===== src/rtl/schr_pkg.sv =====
package schr_pkg;

  localparam int unsigned DEPTH_DEF   = 16;
  localparam int unsigned STATE_W     = 8;
  localparam int unsigned TIME_W      = 32;
  localparam int unsigned COUNT_OUT_W = 5;
  localparam int unsigned CFG_IDX_W   = 1;
  localparam int unsigned CFG_DATA_W  = 8;

  typedef enum logic [1:0] {
    OP_TICK    = 2'd0,
    OP_BUS_OFF = 2'd1,
    OP_STATE   = 2'd2,
    OP_READ    = 2'd3
  } op_t;

  typedef enum logic [CFG_IDX_W-1:0] {
    CFG_REC_LEVEL1 = 1'b0,
    CFG_REC_LEVEL2 = 1'b1
  } cfg_idx_t;

  typedef struct packed {
    op_t                op;
    logic [STATE_W-1:0] value;
  } in_t;

  typedef struct packed {
    logic                   is_entry;
    logic                   recorded;
    logic [STATE_W-1:0]     entry_state;
    logic [TIME_W-1:0]      entry_time;
    logic [COUNT_OUT_W-1:0] stored_count;
    logic                   last;
  } out_t;

  typedef struct packed {
    logic [STATE_W-1:0] state;
    logic [TIME_W-1:0]  stamp;
  } entry_t;

endpackage


===== src/rtl/state_change_history_ring.sv =====
// channel | direction | handshake          | payload
// in      | input     | in_valid/in_ready   | schr_pkg::in_t  (op, value)
// out     | output    | out_valid/out_ready | schr_pkg::out_t (entry and status fields)
// cfg     | input     | cfg_we              | cfg_index, cfg_wdata (no wait, no read-back)
//
// tick, bus-off and state ops each give one transfer from the output register
// a read gives DEPTH transfers, one per cycle when out_ready stays high, paced by the
// registered read of the single-port entry memory (one read issued per transfer loaded)
// input is taken only while no read walk is running and the output register is free or draining
// rst_n is synchronous, active low; slot valid bits clear at once, so no clearing pass
// a stalled output holds its transfer and the pending memory read data until out_ready rises
module state_change_history_ring #(
  parameter int unsigned DEPTH = schr_pkg::DEPTH_DEF
) (
  input  logic                                clk,
  input  logic                                rst_n,
  input  logic                                in_valid,
  output logic                                in_ready,
  input  schr_pkg::in_t                       in_data,
  output logic                                out_valid,
  input  logic                                out_ready,
  output schr_pkg::out_t                      out_data,
  input  logic                                cfg_we,
  input  logic [schr_pkg::CFG_IDX_W-1:0]      cfg_index,
  input  logic [schr_pkg::CFG_DATA_W-1:0]     cfg_wdata
);

  localparam int unsigned AW = (DEPTH > 1) ? $clog2(DEPTH) : 1;
  localparam int unsigned CW = $clog2(DEPTH + 1);
  localparam logic [AW-1:0] LAST_SLOT = AW'(DEPTH - 1);
  localparam logic [CW-1:0] DEPTH_CNT = CW'(DEPTH);

  typedef enum logic {
    S_IDLE,
    S_READ
  } state_t;

  // slot just below s, wrapping round at the bottom
  function automatic logic [AW-1:0] prev_slot(input logic [AW-1:0] s);
    return (s == '0) ? LAST_SLOT : s - AW'(1);
  endfunction

  // entry memory: state code and time stamp per slot
  schr_pkg::entry_t                 mem [DEPTH];
  schr_pkg::entry_t                 rd_q_r;
  logic                             rd_vld_q_r;
  logic [DEPTH-1:0]                 vld_r;

  state_t                           state_r, state_nxt;
  logic [AW-1:0]                    wr_slot_r, wr_slot_nxt;
  logic [CW-1:0]                    cnt_r, cnt_nxt;
  logic                             bus_off_r, bus_off_nxt;
  logic [schr_pkg::TIME_W-1:0]      time_r, time_nxt;
  logic [schr_pkg::STATE_W-1:0]     last_state_r, last_state_nxt;
  logic [schr_pkg::STATE_W-1:0]     lvl1_r, lvl2_r;
  logic [AW-1:0]                    rd_slot_r, rd_slot_nxt;
  logic [CW-1:0]                    rd_left_r, rd_left_nxt;
  logic                             out_valid_r, out_valid_nxt;
  schr_pkg::out_t                   out_data_r, out_data_nxt;

  logic                             in_xfer;
  logic                             out_free;
  logic                             rd_en;
  logic [AW-1:0]                    rd_addr;
  logic                             wr_en;
  logic                             is_rec;
  logic                             allow;

  assign out_free  = !out_valid_r || out_ready;
  assign in_ready  = (state_r == S_IDLE) && out_free;
  assign in_xfer   = in_valid && in_ready;
  assign out_valid = out_valid_r;
  assign out_data  = out_data_r;

  // recovery codes are accepted only during bus-off, others only outside it, and never a repeat of the last state
  assign is_rec = (in_data.value == lvl1_r) || (in_data.value == lvl2_r);
  assign allow  = (bus_off_r ? is_rec : !is_rec) && (in_data.value != last_state_r);

  always_comb begin
    state_nxt      = state_r;
    wr_slot_nxt    = wr_slot_r;
    cnt_nxt        = cnt_r;
    bus_off_nxt    = bus_off_r;
    time_nxt       = time_r;
    last_state_nxt = last_state_r;
    rd_slot_nxt    = rd_slot_r;
    rd_left_nxt    = rd_left_r;
    out_valid_nxt  = out_valid_r && !out_ready;
    out_data_nxt   = out_data_r;
    rd_en          = 1'b0;
    rd_addr        = rd_slot_r;
    wr_en          = 1'b0;

    unique case (state_r)
      S_IDLE: begin
        if (in_xfer) begin
          unique case (in_data.op)
            schr_pkg::OP_READ: begin
              // first read goes out now, walk continues one slot lower each transfer
              rd_en       = 1'b1;
              rd_addr     = prev_slot(wr_slot_r);
              rd_slot_nxt = prev_slot(prev_slot(wr_slot_r));
              rd_left_nxt = DEPTH_CNT;
              state_nxt   = S_READ;
            end
            default: begin
              if (in_data.op == schr_pkg::OP_TICK) begin
                time_nxt = time_r + schr_pkg::TIME_W'(1);
              end else if (in_data.op == schr_pkg::OP_BUS_OFF) begin
                bus_off_nxt = in_data.value[0];
              end else if (allow) begin
                wr_en          = 1'b1;
                last_state_nxt = in_data.value;
                wr_slot_nxt    = (wr_slot_r == LAST_SLOT) ? '0 : wr_slot_r + AW'(1);
                if (cnt_r < DEPTH_CNT) begin
                  cnt_nxt = cnt_r + CW'(1);
                end
              end
              out_valid_nxt             = 1'b1;
              out_data_nxt.is_entry     = 1'b0;
              out_data_nxt.recorded     = wr_en;
              out_data_nxt.entry_state  = '0;
              out_data_nxt.entry_time   = '0;
              out_data_nxt.stored_count = schr_pkg::COUNT_OUT_W'(cnt_nxt);
              out_data_nxt.last         = 1'b1;
            end
          endcase
        end
      end
      S_READ: begin
        // read data of the current slot sits in rd_q_r until the output takes it
        if (out_free) begin
          out_valid_nxt             = 1'b1;
          out_data_nxt.is_entry     = 1'b1;
          out_data_nxt.recorded     = 1'b0;
          out_data_nxt.entry_state  = rd_vld_q_r ? rd_q_r.state : '0;
          out_data_nxt.entry_time   = rd_vld_q_r ? rd_q_r.stamp : '0;
          out_data_nxt.stored_count = schr_pkg::COUNT_OUT_W'(cnt_r);
          out_data_nxt.last         = (rd_left_r == CW'(1));
          rd_left_nxt               = rd_left_r - CW'(1);
          if (rd_left_r == CW'(1)) begin
            state_nxt = S_IDLE;
          end else begin
            rd_en       = 1'b1;
            rd_addr     = rd_slot_r;
            rd_slot_nxt = prev_slot(rd_slot_r);
          end
        end
      end
      default: state_nxt = S_IDLE;
    endcase
  end

  // single-port entry memory, registered read
  always_ff @(posedge clk) begin
    if (wr_en) begin
      mem[wr_slot_r] <= '{state: in_data.value, stamp: time_r};
    end
    if (rd_en) begin
      rd_q_r     <= mem[rd_addr];
      rd_vld_q_r <= vld_r[rd_addr];
    end
  end

  // control state, slot valid bits, recovery codes and the output register
  always_ff @(posedge clk) begin
    if (!rst_n) begin
      state_r      <= S_IDLE;
      wr_slot_r    <= '0;
      cnt_r        <= '0;
      bus_off_r    <= 1'b0;
      time_r       <= '0;
      last_state_r <= '0;
      lvl1_r       <= schr_pkg::STATE_W'(1);
      lvl2_r       <= schr_pkg::STATE_W'(2);
      vld_r        <= '0;
      rd_slot_r    <= '0;
      rd_left_r    <= '0;
      out_valid_r  <= 1'b0;
      out_data_r   <= '0;
    end else begin
      state_r      <= state_nxt;
      wr_slot_r    <= wr_slot_nxt;
      cnt_r        <= cnt_nxt;
      bus_off_r    <= bus_off_nxt;
      time_r       <= time_nxt;
      last_state_r <= last_state_nxt;
      rd_slot_r    <= rd_slot_nxt;
      rd_left_r    <= rd_left_nxt;
      out_valid_r  <= out_valid_nxt;
      out_data_r   <= out_data_nxt;
      if (wr_en) begin
        vld_r[wr_slot_r] <= 1'b1;
      end
      if (cfg_we) begin
        unique case (cfg_index)
          schr_pkg::CFG_REC_LEVEL1: lvl1_r <= cfg_wdata;
          schr_pkg::CFG_REC_LEVEL2: lvl2_r <= cfg_wdata;
          default: ;
        endcase
      end
    end
  end

  // count never passes the depth
  a_cnt_bound: assert property (@(posedge clk) disable iff (!rst_n)
    cnt_r <= DEPTH_CNT)
    else $error("stored count above depth");

  // a non-read op yields a single final status transfer next cycle
  a_status_result: assert property (@(posedge clk) disable iff (!rst_n)
    in_xfer && (in_data.op != schr_pkg::OP_READ)
      |=> out_valid_r && out_data_r.last && !out_data_r.is_entry)
    else $error("missing status transfer");

  // a read starts a walk and blocks further input
  a_read_walk: assert property (@(posedge clk) disable iff (!rst_n)
    in_xfer && (in_data.op == schr_pkg::OP_READ) |=> (state_r == S_READ) && !in_ready)
    else $error("read walk not started");

  // a recorded notify always leaves a nonzero count
  a_recorded_cnt: assert property (@(posedge clk) disable iff (!rst_n)
    out_valid_r && out_data_r.recorded |-> cnt_r != '0)
    else $error("recorded with empty count");

endmodule


===== config.mk =====
export PLATFORM = sky130hd
export DESIGN_NAME = state_change_history_ring
export DESIGN_NICKNAME = d
export VERILOG_FILES = /design/src/rtl/schr_pkg.sv /design/src/rtl/state_change_history_ring.sv
export SDC_FILE = /design/constraint.sdc
export NUM_CORES = 1
export LEC_CHECK = 0
export BUFFER_PORTS_ARGS = -buffer_cell sky130_fd_sc_hd__buf_2
export CAP_MARGIN = 20
export CORE_AREA = 2 2 246 248
export CTS_CLUSTER_SIZE = 24
export DETAILED_ROUTE_END_ITERATION = 12
export DIE_AREA = 0 0 248 250
export GPL_TIMING_DRIVEN = 0
export PLACE_DENSITY = 0.71
export SYNTH_ARGS = -nofsm -noshare
export SYNTH_HDL_FRONTEND = slang
export SYNTH_SLANG_ARGS = --single-unit
export TNS_END_PERCENT = 5

===== constraint.sdc =====
create_clock -name clk -period 16.77 [get_ports clk]
set_input_delay 2.5155 -clock clk [delete_from_list [all_inputs] [get_ports clk]]
set_output_delay 2.5155 -clock clk [all_outputs]
set_load 0.005 [all_outputs]

==> flow_metrics.env <==
export IMPL_max_clock_path_buffers=3
export IMPL_powerDensity_mw_per_mm2=120
export IMPL_layout_min_cycle_time_ps=6110
export IMPL_register_area_sq_mm=0.0233
export IMPL_maxSlewHeadroom_pct=18.4
export IMPL_initial_core_util_pct=54.1
export IMPL_finClkSkew_ps=20.9
export IMPL_synth_fp_nets=2268
export IMPL_place_inst=3117
export IMPL_antenna_found_initial=2
export IMPL_ys_types=63
export IMPL_ys_ff_latch=822
export IMPL_crit_type="in -> reg"
export IMPL_rows=90
export IMPL_grt_max_degree=49
export IMPL_rsz0062_at_grt="no"
export IMPL_postRouteAntennaNets=0
export IMPL_run_status="complete, no violations"
export IMPL_yosysTopAreaCellShare_pct=63.5
export IMPL_wl_per_cell_um=27.4
export IMPL_hp_class="reg -> reg"
export IMPL_first_global_vias=20380
export IMPL_die_w_um=248
export IMPL_drtPass1Iterations=7
export IMPL_p_leak_nw=11.5
export IMPL_synth_edf_count=681
export IMPL_place_congestion=0.885
export IMPL_drt_met1_wl_mm=34.7
export IMPL_vias_per_cell=6.40
export IMPL_grt_pass1_wl_mm=131
export IMPL_stdcell_count=3276
export IMPL_cp_required_ps=17100
export IMPL_io_buffers=72
export IMPL_insertion_delay_ps=640
export IMPL_synthArstFlopShare_pct=0
export IMPL_endpoint_kind="flop"
export IMPL_die_h_um=250
export IMPL_finalSetupTns_ps=0
export IMPL_cts_htree_levels=3
export IMPL_routed_wl_met3_mm=9.27
export IMPL_setup_viol=0
export IMPL_ctsHoldBuffers=0
export IMPL_critical_path_slowest_cell="nor3_2"
export IMPL_synth_seq_area_share_pct=72.2
export IMPL_post_cts_resized=0
export IMPL_ir_drop_uv=83.4
export IMPL_synthFlopType="edfxtp_1"
export IMPL_drtIter0Drc=2786
export IMPL_synth_top_cell_by_area="edfxtp_1"
export IMPL_syn_avg_cell_area_sq_um=14.4
export IMPL_wirelength_mm=89.7
export IMPL_track_usage_pct=29.1
export IMPL_core_area_sq_mm=0.0596
export IMPL_worstPathCellList="buf_2, clkbuf_1, xor2_1, nor4_1, a22oi_1, mux2i_2, nand2_1, nor3_2, buf_8, buf_6"
export IMPL_area_growth_pct=14.7
export IMPL_dp_hpwl_mm=58.1
export IMPL_dieArea_sq_mm=0.0620
export IMPL_fmax_mhz=164
export IMPL_synth_cells=2231
export IMPL_topRoutingLayerUsed="met5"
export IMPL_slowest_delay_ps=840
export IMPL_cts_made_buffers=82
export IMPL_n_fill_cell=4265
export IMPL_layout_drive_gt1_share_pct=13.2
export IMPL_vias=20977
export IMPL_final_cell_mix="edfxtp_1, nor2_1, dfxtp_1"
export IMPL_startpoint_type="input pin"
export IMPL_dr_wl_met2_mm=42.3
export IMPL_ys_warnings_count=0
export IMPL_hold_viol=0
export IMPL_maxSlewViolCount=0
export IMPL_synth_area_sq_mm=0.0322
export IMPL_cts_tree="done"
export IMPL_synth_area_leaders="edfxtp_1, dfxtp_1, mux2i_1"
export IMPL_cts_root_buf="clkbuf_16"
export IMPL_nets=2458
export IMPL_layout_commonest_cell="edfxtp_1"
export IMPL_tightest_slew_ps=1200
export IMPL_post_cts_buffers=0
export IMPL_multiInputGateArea_sq_mm=0.00823
export IMPL_drv_cap=0
export IMPL_pin_count=74
export IMPL_clkTransAtPathRegs_ps=60
export IMPL_worstPathMaxFanout=17
export IMPL_period_share_pct=36.4
export IMPL_drcViolationCount=0
export IMPL_arrival_ps=6440
export IMPL_grt_remaining_overflow=0
export IMPL_cts_num_sinks=822
[report_power, final]
group	switching (mW)	internal [mW]	total, mW	leakage, nW
clock network	0.782	1.06	1.84	1.33
registers	0.0108	2.22	2.23	6.75
logic	0.250	0.108	0.358	3.47
total	1.04	3.39	4.43	11.5
[per-layer routing]
layer,up-vias,GRT usage (%)
met4,2,12.3
li1,9092,-
met3,191,6.26
met2,1218,45.5
met1,10474,39.4
met5,-,0
[sequential cells by signal, summed over array words and instances (netlist names), 8 cells and up]
signal        flops
mem             640
out_data         48
rd_q_r           40
time_r           32
vld_r            16
last_state_r      8
lvl1_r            8
lvl2_r            8
[path summary, 6_finish.rpt]
| kind | startpoint | to | slack, ps | cells after the start |
|---|---|---|---|---|
| setup / recovery | in_data[0] | mem[3][34] | 10660 | 10 |
| setup reg to reg | wr_slot_r[0] | rd_q_r[23] | 12300 | 10 |
| hold reg to reg | vld_r[14] | vld_r[14] | 460 | 2 |
| hold / removal | vld_r[14] | vld_r[14] | 460 | 2 |
[layout make-up]
type | instances | share of cell area (%)
inverters | 36 | 0.366
multi-input cells | 1221 | 22.3
clock buffers | 106 | 6.07
repair buffers | 106 | 2.45
diodes | 3 | 0.0203
plain buffers | 152 | 1.89
well taps | 782 | 2.65
clock inverters | 48 | 1.28
flip-flops and latches | 822 | 63.0
[critical path: cells and delay by family]
| kind | cells | cell delay, ps |
|---|---|---|
| AOI/OAI and AO/OA | 1 | 260 |
| and+or+nand+nor | 3 | 1760 |
| muxes | 1 | 580 |
| buffers and inverters | 4 | 1150 |
| xor gates and xnor gates | 1 | 140 |
[cells by family after synthesis]
family / synth area share, %
AOI/OAI and AO/OA: 11.0
xor gates and xnor gates: 1.55
adders and majority gates: 0.505
buffers and inverters: 2.59
DFF: 72.2
muxes: 3.73
and+or+nand+nor: 8.38
[per-stage QoR]
step | total power [mW] | area [sq um] | hold slack, ps | util [%] | setup WS, ps
global route | 4.54 | 36900 | 478 | 62.0 | 10500
global placement | 2.61 | 33600 | 430 | 56.3 | 5090
detailed placement | 2.62 | 34200 | 446 | 57.4 | 10080
CTS | 4.43 | 36900 | 459 | 62.0 | 10730
finish | 4.43 | 36900 | 459 | 62.0 | 10660
floorplan | 2.47 | 32200 | 418 | - | 9500
[synthesized netlist by cell type (8+ instances only)]
| library cell | number |
|---|---|
| a21oi_1 | 47 |
| a22o_1 | 12 |
| a22oi_1 | 107 |
| a31oi_1 | 8 |
| and4_1 | 36 |
| buf_2 | 45 |
| buf_4 | 13 |
| clkbuf_1 | 85 |
| dfxtp_1 | 141 |
| edfxtp_1 | 681 |
| ha_1 | 13 |
| inv_1 | 34 |
| mux2i_1 | 115 |
| nand2_1 | 76 |
| nand2b_1 | 9 |
| nand3_1 | 48 |
| nand4_1 | 10 |
| nor2_1 | 225 |
| nor2b_1 | 22 |
| nor3_1 | 23 |
| nor4_1 | 10 |
| o211ai_1 | 115 |
| o21ai_0 | 78 |
| o221ai_1 | 41 |
| o311a_1 | 19 |
| o311ai_0 | 32 |
| o32ai_1 | 9 |
| or3_1 | 56 |
| xnor2_1 | 24 |
| xor2_1 | 33 |
(Power assumes the default switching activity.)
